$ cat src/design/llc_pkg.sv
// Package for the LRU lookup cache: sizes, item types and controller commands.
// Used by every module of the block; depends on nothing.
package llc_pkg;

  localparam int MAX_ENTRIES = 8;
  localparam int KEY_BITS    = 64;
  localparam int VALUE_BITS  = 32;
  localparam int IDX_W       = (MAX_ENTRIES > 1) ? $clog2(MAX_ENTRIES) : 1;
  localparam int CNT_W       = $clog2(MAX_ENTRIES + 1);
  localparam int CAP_W       = 4;
  localparam logic [CAP_W-1:0] CAP_RESET = 4'd3;
  localparam int PADDR_W     = 3;
  localparam int PDATA_W     = 32;

  localparam logic CMD_LOOKUP = 1'b0;
  localparam logic CMD_INSERT = 1'b1;

  localparam logic REG_CAPACITY = 1'b0;

  typedef struct packed {
    logic                  cmd;
    logic [KEY_BITS-1:0]   key;
    logic [VALUE_BITS-1:0] value;
  } in_item_t;

  typedef struct packed {
    logic                  hit;
    logic [VALUE_BITS-1:0] data_out;
  } out_item_t;

  typedef struct packed {
    logic load;
    logic compare;
    logic update;
  } ctrl_cmd_t;

endpackage

$ cat src/design/llc_ctrl.sv
// Controller of the LRU lookup cache: sequences load, compare and update.
// Depends on llc_pkg; drives the datapath through ctrl_cmd_t.
module llc_ctrl (
  input  logic               clk,
  input  logic               rst_n,
  input  logic               start,
  output logic               busy,
  output logic               out_strobe,
  output llc_pkg::ctrl_cmd_t ctrl_cmd
);
  import llc_pkg::*;

  typedef enum logic [1:0] {ST_IDLE, ST_CMP, ST_UPD} state_t;

  state_t state_r;
  state_t state_nxt;

  always_comb begin
    state_nxt = state_r;
    unique case (state_r)
      ST_IDLE: if (start) state_nxt = ST_CMP;
      ST_CMP:  state_nxt = ST_UPD;
      ST_UPD:  state_nxt = ST_IDLE;
      default: state_nxt = ST_IDLE;
    endcase
  end

  always_ff @(posedge clk) begin
    if (!rst_n) begin
      state_r <= ST_IDLE;
    end else begin
      state_r <= state_nxt;
    end
  end

  assign busy             = (state_r != ST_IDLE);
  assign out_strobe       = (state_r == ST_UPD);
  assign ctrl_cmd.load    = start && (state_r == ST_IDLE);
  assign ctrl_cmd.compare = (state_r == ST_CMP);
  assign ctrl_cmd.update  = (state_r == ST_UPD);

endmodule

$ cat src/design/llc_dpath.sv
// Datapath of the LRU lookup cache: entry storage, key compare, recency ranks.
// Depends on llc_pkg; driven by llc_ctrl through ctrl_cmd_t.
module llc_dpath (
  input  logic                         clk,
  input  logic                         rst_n,
  input  llc_pkg::ctrl_cmd_t           ctrl_cmd,
  input  llc_pkg::in_item_t            in_item,
  input  logic [llc_pkg::CAP_W-1:0]    capacity,
  output llc_pkg::out_item_t           out_item
);
  import llc_pkg::*;

  logic                  cmd_r;
  logic [KEY_BITS-1:0]   key_r;
  logic [VALUE_BITS-1:0] val_r;

  logic [KEY_BITS-1:0]   keys_r  [MAX_ENTRIES];
  logic [VALUE_BITS-1:0] vals_r  [MAX_ENTRIES];
  logic                  valid_r [MAX_ENTRIES];
  logic [IDX_W-1:0]      rank_r  [MAX_ENTRIES];

  logic                  found_r;
  logic [IDX_W-1:0]      tgt_r;
  logic [CNT_W-1:0]      old_rank_r;
  out_item_t             out_r;

  logic [CNT_W-1:0]      count;
  logic [CNT_W-1:0]      cap_eff;
  logic                  found;
  logic [IDX_W-1:0]      match_idx;
  logic [IDX_W-1:0]      victim_idx;
  logic [IDX_W-1:0]      free_idx;
  logic                  full;
  logic [IDX_W-1:0]      tgt_nxt;
  logic [CNT_W-1:0]      old_rank_nxt;
  out_item_t             out_nxt;

  always_comb begin
    if (capacity == '0) begin
      cap_eff = CNT_W'(1);
    end else if (32'(capacity) > MAX_ENTRIES) begin
      cap_eff = CNT_W'(MAX_ENTRIES);
    end else begin
      cap_eff = CNT_W'(capacity);
    end
  end

  always_comb begin
    count      = '0;
    found      = 1'b0;
    match_idx  = '0;
    victim_idx = '0;
    free_idx   = '0;
    for (int i = 0; i < MAX_ENTRIES; i++) begin
      count = count + CNT_W'(valid_r[i]);
    end
    for (int i = MAX_ENTRIES - 1; i >= 0; i--) begin
      if (valid_r[i] && keys_r[i] == key_r) begin
        found     = 1'b1;
        match_idx = IDX_W'(i);
      end
      if (valid_r[i] && CNT_W'(rank_r[i]) == count - CNT_W'(1)) begin
        victim_idx = IDX_W'(i);
      end
      if (!valid_r[i]) begin
        free_idx = IDX_W'(i);
      end
    end
    full = (count >= cap_eff);
  end

  always_comb begin
    out_nxt.hit = found;
    if (cmd_r == CMD_INSERT) begin
      out_nxt.data_out = val_r;
    end else if (found) begin
      out_nxt.data_out = vals_r[match_idx];
    end else begin
      out_nxt.data_out = '0;
    end
    if (found) begin
      tgt_nxt      = match_idx;
      old_rank_nxt = CNT_W'(rank_r[match_idx]);
    end else if (full) begin
      tgt_nxt      = victim_idx;
      old_rank_nxt = count - CNT_W'(1);
    end else begin
      tgt_nxt      = free_idx;
      old_rank_nxt = count;
    end
  end

  always_ff @(posedge clk) begin
    if (ctrl_cmd.load) begin
      cmd_r <= in_item.cmd;
      key_r <= in_item.key;
      val_r <= in_item.value;
    end
    if (ctrl_cmd.compare) begin
      tgt_r      <= tgt_nxt;
      old_rank_r <= old_rank_nxt;
      out_r      <= out_nxt;
    end
    if (ctrl_cmd.update && cmd_r == CMD_INSERT) begin
      vals_r[tgt_r] <= val_r;
      if (!found_r) begin
        keys_r[tgt_r] <= key_r;
      end
    end
  end

  always_ff @(posedge clk) begin
    if (!rst_n) begin
      found_r <= 1'b0;
      for (int i = 0; i < MAX_ENTRIES; i++) begin
        valid_r[i] <= 1'b0;
        rank_r[i]  <= '0;
      end
    end else begin
      if (ctrl_cmd.compare) begin
        found_r <= found;
      end
      if (ctrl_cmd.update && (found_r || cmd_r == CMD_INSERT)) begin
        for (int i = 0; i < MAX_ENTRIES; i++) begin
          if (IDX_W'(i) == tgt_r) begin
            rank_r[i]  <= '0;
            valid_r[i] <= 1'b1;
          end else if (valid_r[i] && CNT_W'(rank_r[i]) < old_rank_r) begin
            rank_r[i] <= rank_r[i] + IDX_W'(1);
          end
        end
      end
    end
  end

  assign out_item = out_r;

endmodule

$ cat src/design/lru_lookup_cache_top.sv
// Top level of the fully associative LRU lookup cache with its capacity register.
// Depends on llc_pkg, llc_ctrl and llc_dpath.
//
//   channel | ports                                  | transfer when
//   --------+----------------------------------------+------------------------------
//   input   | start, busy, in_item                   | start high while busy is low
//   result  | out_strobe, out_item                   | every cycle out_strobe is high
//   config  | psel, penable, pwrite, paddr, pwdata,  | psel, penable, pwrite and
//           | prdata, pready                         | pready high
//
// Each item has three steps: a load, a parallel key compare over all entries,
// and an update that writes the entry and ranks while the result is strobed.
// busy stays high from the transfer until the result strobe, so a new item
// waits until the last is through. The result receiver cannot stall the block.
// Synchronous reset clears all entries and sets the capacity to three.
module lru_lookup_cache_top (
  input  logic                          clk,
  input  logic                          rst_n,
  input  logic                          start,
  output logic                          busy,
  input  llc_pkg::in_item_t             in_item,
  output logic                          out_strobe,
  output llc_pkg::out_item_t            out_item,
  input  logic                          psel,
  input  logic                          penable,
  input  logic                          pwrite,
  input  logic [llc_pkg::PADDR_W-1:0]   paddr,
  input  logic [llc_pkg::PDATA_W-1:0]   pwdata,
  output logic [llc_pkg::PDATA_W-1:0]   prdata,
  output logic                          pready
);
  import llc_pkg::*;

  logic [CAP_W-1:0] capacity_r;
  ctrl_cmd_t        ctrl_cmd;
  logic             reg_wr;

  assign pready = 1'b1;
  assign reg_wr = psel && penable && pwrite && pready;

  always_ff @(posedge clk) begin
    if (!rst_n) begin
      capacity_r <= CAP_RESET;
    end else if (reg_wr && paddr[2] == REG_CAPACITY) begin
      capacity_r <= pwdata[CAP_W-1:0];
    end
  end

  always_comb begin
    if (paddr[2] == REG_CAPACITY) begin
      prdata = PDATA_W'(capacity_r);
    end else begin
      prdata = '0;
    end
  end

  llc_ctrl u_ctrl (
    .clk        (clk),
    .rst_n      (rst_n),
    .start      (start),
    .busy       (busy),
    .out_strobe (out_strobe),
    .ctrl_cmd   (ctrl_cmd)
  );

  llc_dpath u_dpath (
    .clk      (clk),
    .rst_n    (rst_n),
    .ctrl_cmd (ctrl_cmd),
    .in_item  (in_item),
    .capacity (capacity_r),
    .out_item (out_item)
  );

endmodule

$ cat config.mk
export PLATFORM = sky130hd
export DESIGN_NAME = lru_lookup_cache_top
export DESIGN_NICKNAME = d
export VERILOG_FILES = /design/src/design/llc_pkg.sv /design/src/design/llc_ctrl.sv /design/src/design/llc_dpath.sv /design/src/design/lru_lookup_cache_top.sv
export SDC_FILE = /design/constraint.sdc
export NUM_CORES = 1
export LEC_CHECK = 0
export ABC_CLOCK_PERIOD_IN_PS = 16300
export BUFFER_PORTS_ARGS = -buffer_cell sky130_fd_sc_hd__buf_4
export CAP_MARGIN = 20
export CELL_PAD_IN_SITES_DETAIL_PLACEMENT = 0
export CELL_PAD_IN_SITES_GLOBAL_PLACEMENT = 1
export CORE_MARGIN = 2
export CORE_UTILIZATION = 30
export CTS_CLUSTER_SIZE = 30
export DETAILED_ROUTE_END_ITERATION = 8
export PLACE_DENSITY_LB_ADDON = 0.1
export RECOVER_POWER = 50
export SLEW_MARGIN = 0
export SYNTH_ARGS = -nofsm -noshare
export SYNTH_HDL_FRONTEND = slang
export SYNTH_SLANG_ARGS = --single-unit
$ cat constraint.sdc
create_clock -name clk -period 16.3 [get_ports clk]
set_input_delay 3.26 -clock clk [delete_from_list [all_inputs] [get_ports clk]]
set_output_delay 3.26 -clock clk [all_outputs]
set_load 0.01 [all_outputs]
==> metrics <==
synthesized area=40,000 sq um; f_max=about 130 MHz; Place WS=9.23 ns; Placeable Area=132,000 sq um; Seq cells post-synth=944; synthesis-to-finish area growth=16.2%; HP Class=reg2reg; Post-synth ARST share=0; WL final=roughly 120,000 microns; number of instances in the placed design=about 4,500; TritonCTS clock tree=done; CTS Root Cell=clkbuf_16; skew final=approximately 0.017 ns; GR Util All Layers=0.177; GR Overflow Total=0; wire per inst=25.8 microns; WP data required=about 17 ns; Pint=0.00409 W; final period utilization=0.480; mux cell area share after synthesis=0.0234; Initial Util=0.303; Final TNS setup=0 ns; kind of end point of the critical path=register; failing checks=capacitance limit, slew limit; syn_area_per_cell=between 15 and 20 sq um; Port Buf Inserts=approximately 150; H-tree Lvls=3; clock power share=0.426; antenna violations before repair=7; main combinational cell family by area after synthesis=XOR/XNOR gates; Crit path largest cell delay=approximately 1.2 ns; Reg clk slew, reported paths=around 0.06 ns; post-route ant nets=0; worst rel slew slack=-0.877; vias in the first global route=roughly 23,000; hpwl dp=about 75,000 microns; CTS max path bufs=3; net switching power figure=approximately 0.0012 W; fin nets=around 3,000; Synth Area in Compound Gates=0.0564; Startpoint Class=register; first-pass GRT wire length=171,000 microns; combinational power share=0.059; Tot Pwr=between 0.005 and 0.006 W; chip width=between 300 and 400 microns; number of core rows=roughly 130; share of cells above drive strength 1=0.125; Non-Filler Instances=4,705; TritonCTS Buffers=around 110; placed inst area=between 40,000 and 50,000 sq um; sum of buffers and inverters on the critical path=2; Pwr Density=~110 nW/um^2; largest net degree at the start of global routing=between 90 and 100; RSZ-0062 raised after global routing=no; post-CTS resize count=0; post-synthesis xor/xnor area fraction=0.0900; Post-Synth Adder-Cell Area=0.0120; sequential share of power=0.516; DRT iter0 DRCs=approximately 1,800; type of the worst setup path=reg2reg; Setup Viol. Count Final=0; crit path max-delay cell type=clkbuf_1; crit-path cells=clkbuf_1 > xor2_1 > a221oi_1 > nand4_1 > or4_1 > o211ai_2 > o31a_1 > and2_1 > buf_4 > or3b_1 > o22ai_1 > or3_1; drt via density=about 4.8; post-CTS setup buffers=0; die height=around 370 microns; drt first pass iters=6; number of flops mapped to enable cells by yosys=between 900 and 1,000; Cells after Synth=between 2,000 and 3,000; # hold bufs at CTS=0; final non-filler cell area=46,500 sq um; status=complete, but fails checks; Crit path max-delay family=compound AO/OA/AOI/OAI gates; final setup margin=roughly 8.5 ns; Peak VDD IR=around 75 uV; Clk Latency, worst-skew pair=roughly 0.7 ns; Yosys Warn Count=0; Arr. time, crit path=~8.3 ns; final hold viol count=0; register area share after synthesis=0.706; post-layout min period=7.83 ns; die area=136,000 sq um; Slew @ Worst Pin=roughly 2.8 ns; Ports=206; P_leak=roughly 15 nW; Num Clock Sinks=around 940; switch share=0.231; Critical Path Fanout Max=18; GPL Wtd Cong=between 0.8 and 0.9; Post-Synth Simple-Gate Area=0.0827; Residual DRC=0; max-slew violations=about 860; Max-cap violations=between 40 and 50; routed vias=around 23,000; ys flop type=edfxtp_1; Cell variety after synth=80
-- cell type report --
class,count,area [sq um]
Fill cell,12659,85500
Sequential cell,944,28200
Multi-Input combinational cell,1456,10800
Clock buffer,150,2870
Tap cell,1755,2200
Timing Repair Buffer,243,1560
Inverter,110,413
Clock inverter,45,370
Antenna cell,2,5.00
-- cells in the final DEF (no fill, tap or decap), drive strengths merged, types with 8 or more instances in the layout --
cell / count
or4: 14
a221oi: 8
xor2: 211
dfxtp: 12
a21o: 13
clkinv: 41
o2111ai: 32
o22ai: 44
nand2b: 95
xnor2: 200
mux2: 19
nand3: 41
edfxtp: 932
nand2: 42
o211ai: 32
nand4: 55
buf: 170
a2111oi: 19
a22o: 19
mux2i: 72
or3: 24
conb: 29
o31ai: 16
nor2: 124
clkbuf: 223
inv: 110
or2: 19
o21ai: 17
ha: 32
a21oi: 45
nor3: 17
nor4: 63
nand3b: 10
a2111o: 10
nor2b: 74
-- cell usage after synthesis (all sizes together) (41+ instances only) --
cell type / number / area (sq um)
nand2b: 95 / 594
nand2: 42 / 158
inv: 110 / 413
edfxtp: 932 / 28000
o22ai: 44 / 275
xnor2: 200 / 1750
mux2i: 72 / 721
nand4: 55 / 344
a21oi: 45 / 236
nand3: 41 / 210
nor4: 63 / 407
xor2: 211 / 1850
nor2: 124 / 468
nor2b: 74 / 470
buf: 103 / 666
-- worst paths after layout --
| path | from | endpoint | slack [ns] | depth (start not counted) |
|---|---|---|---|---|
| worst min-delay path | u_dpath.found_r | u_dpath.found_r | 0.51 | 2 |
| worst max register to register | u_dpath.key_r[51] | u_dpath.out_item[28] | 8.47 | 12 |
| worst min register to register | u_dpath.found_r | u_dpath.found_r | 0.51 | 2 |
| worst max-delay path | u_dpath.key_r[51] | u_dpath.out_item[28] | 8.47 | 12 |
-- metal layers --
metal / up-vias / track usage / routed length [microns]
met5: - / 0 / 10
met4: 2 / 0.0655 / 4290
met3: 194 / 0.0281 / 5100
met2: 528 / 0.303 / 60300
met1: 11629 / 0.225 / 51800
li1: 10263 / - / -
-- cell families after synthesis --
family | after synthesis
flip-flops | 944
AND/OR/NAND/NOR | 594
XOR/XNOR | 411
AO/OA/AOI/OAI | 295
buffers and inverters | 243
multiplexers | 91
adder cells (fa/ha/maj) | 36
other | 2
-- worst min-delay path, delay by kind of cell, from the launching register on --
family,cells,cell delay (ns)
AO/OA/AOI/OAI,1,0.05
flip-flops,1,0.32
AND/OR/NAND/NOR,1,0.10
-- state kept, by name, indices dropped and copies added, names as in the netlist --
register	flops
u_dpath.val_r	32
u_dpath.found_r	1
u_dpath.vals_r	256
u_dpath.cmd_r	1
u_dpath.valid_r	8
capacity_r	4
u_dpath.old_rank_r	4
u_dpath.tgt_r	3
u_dpath.rank_r	24
u_dpath.key_r	64
u_dpath.keys_r	512
u_ctrl.state_r	2
u_dpath.out_item	33
-- power groups by stage --
| stage | clock, W | combinational [W] | sequential, W |
|---|---|---|---|
| 6_report | 0.00226 | 0.000312 | 0.00274 |
| 5_1_grt | 0.00242 | 0.000341 | 0.00274 |
| 4_1_cts | 0.00234 | 0.000328 | 0.00274 |
| 3_5_place_dp | 0 | 0.000327 | 0.00279 |
| 3_3_place_gp | 0 | 0.000324 | 0.00279 |
| 2_1_floorplan | 0 | 0.000169 | 0.00279 |
-- per-stage QoR --
step / utilization / hold WS, ns
floorplan: - / 0.460
global placement: 0.330 / 0.504
detailed placement: 0.330 / 0.506
CTS: 0.354 / 0.514
global route: 0.352 / 0.531
finish: 0.352 / 0.512
No activity file was read; power rests on OpenSTA's default activity.
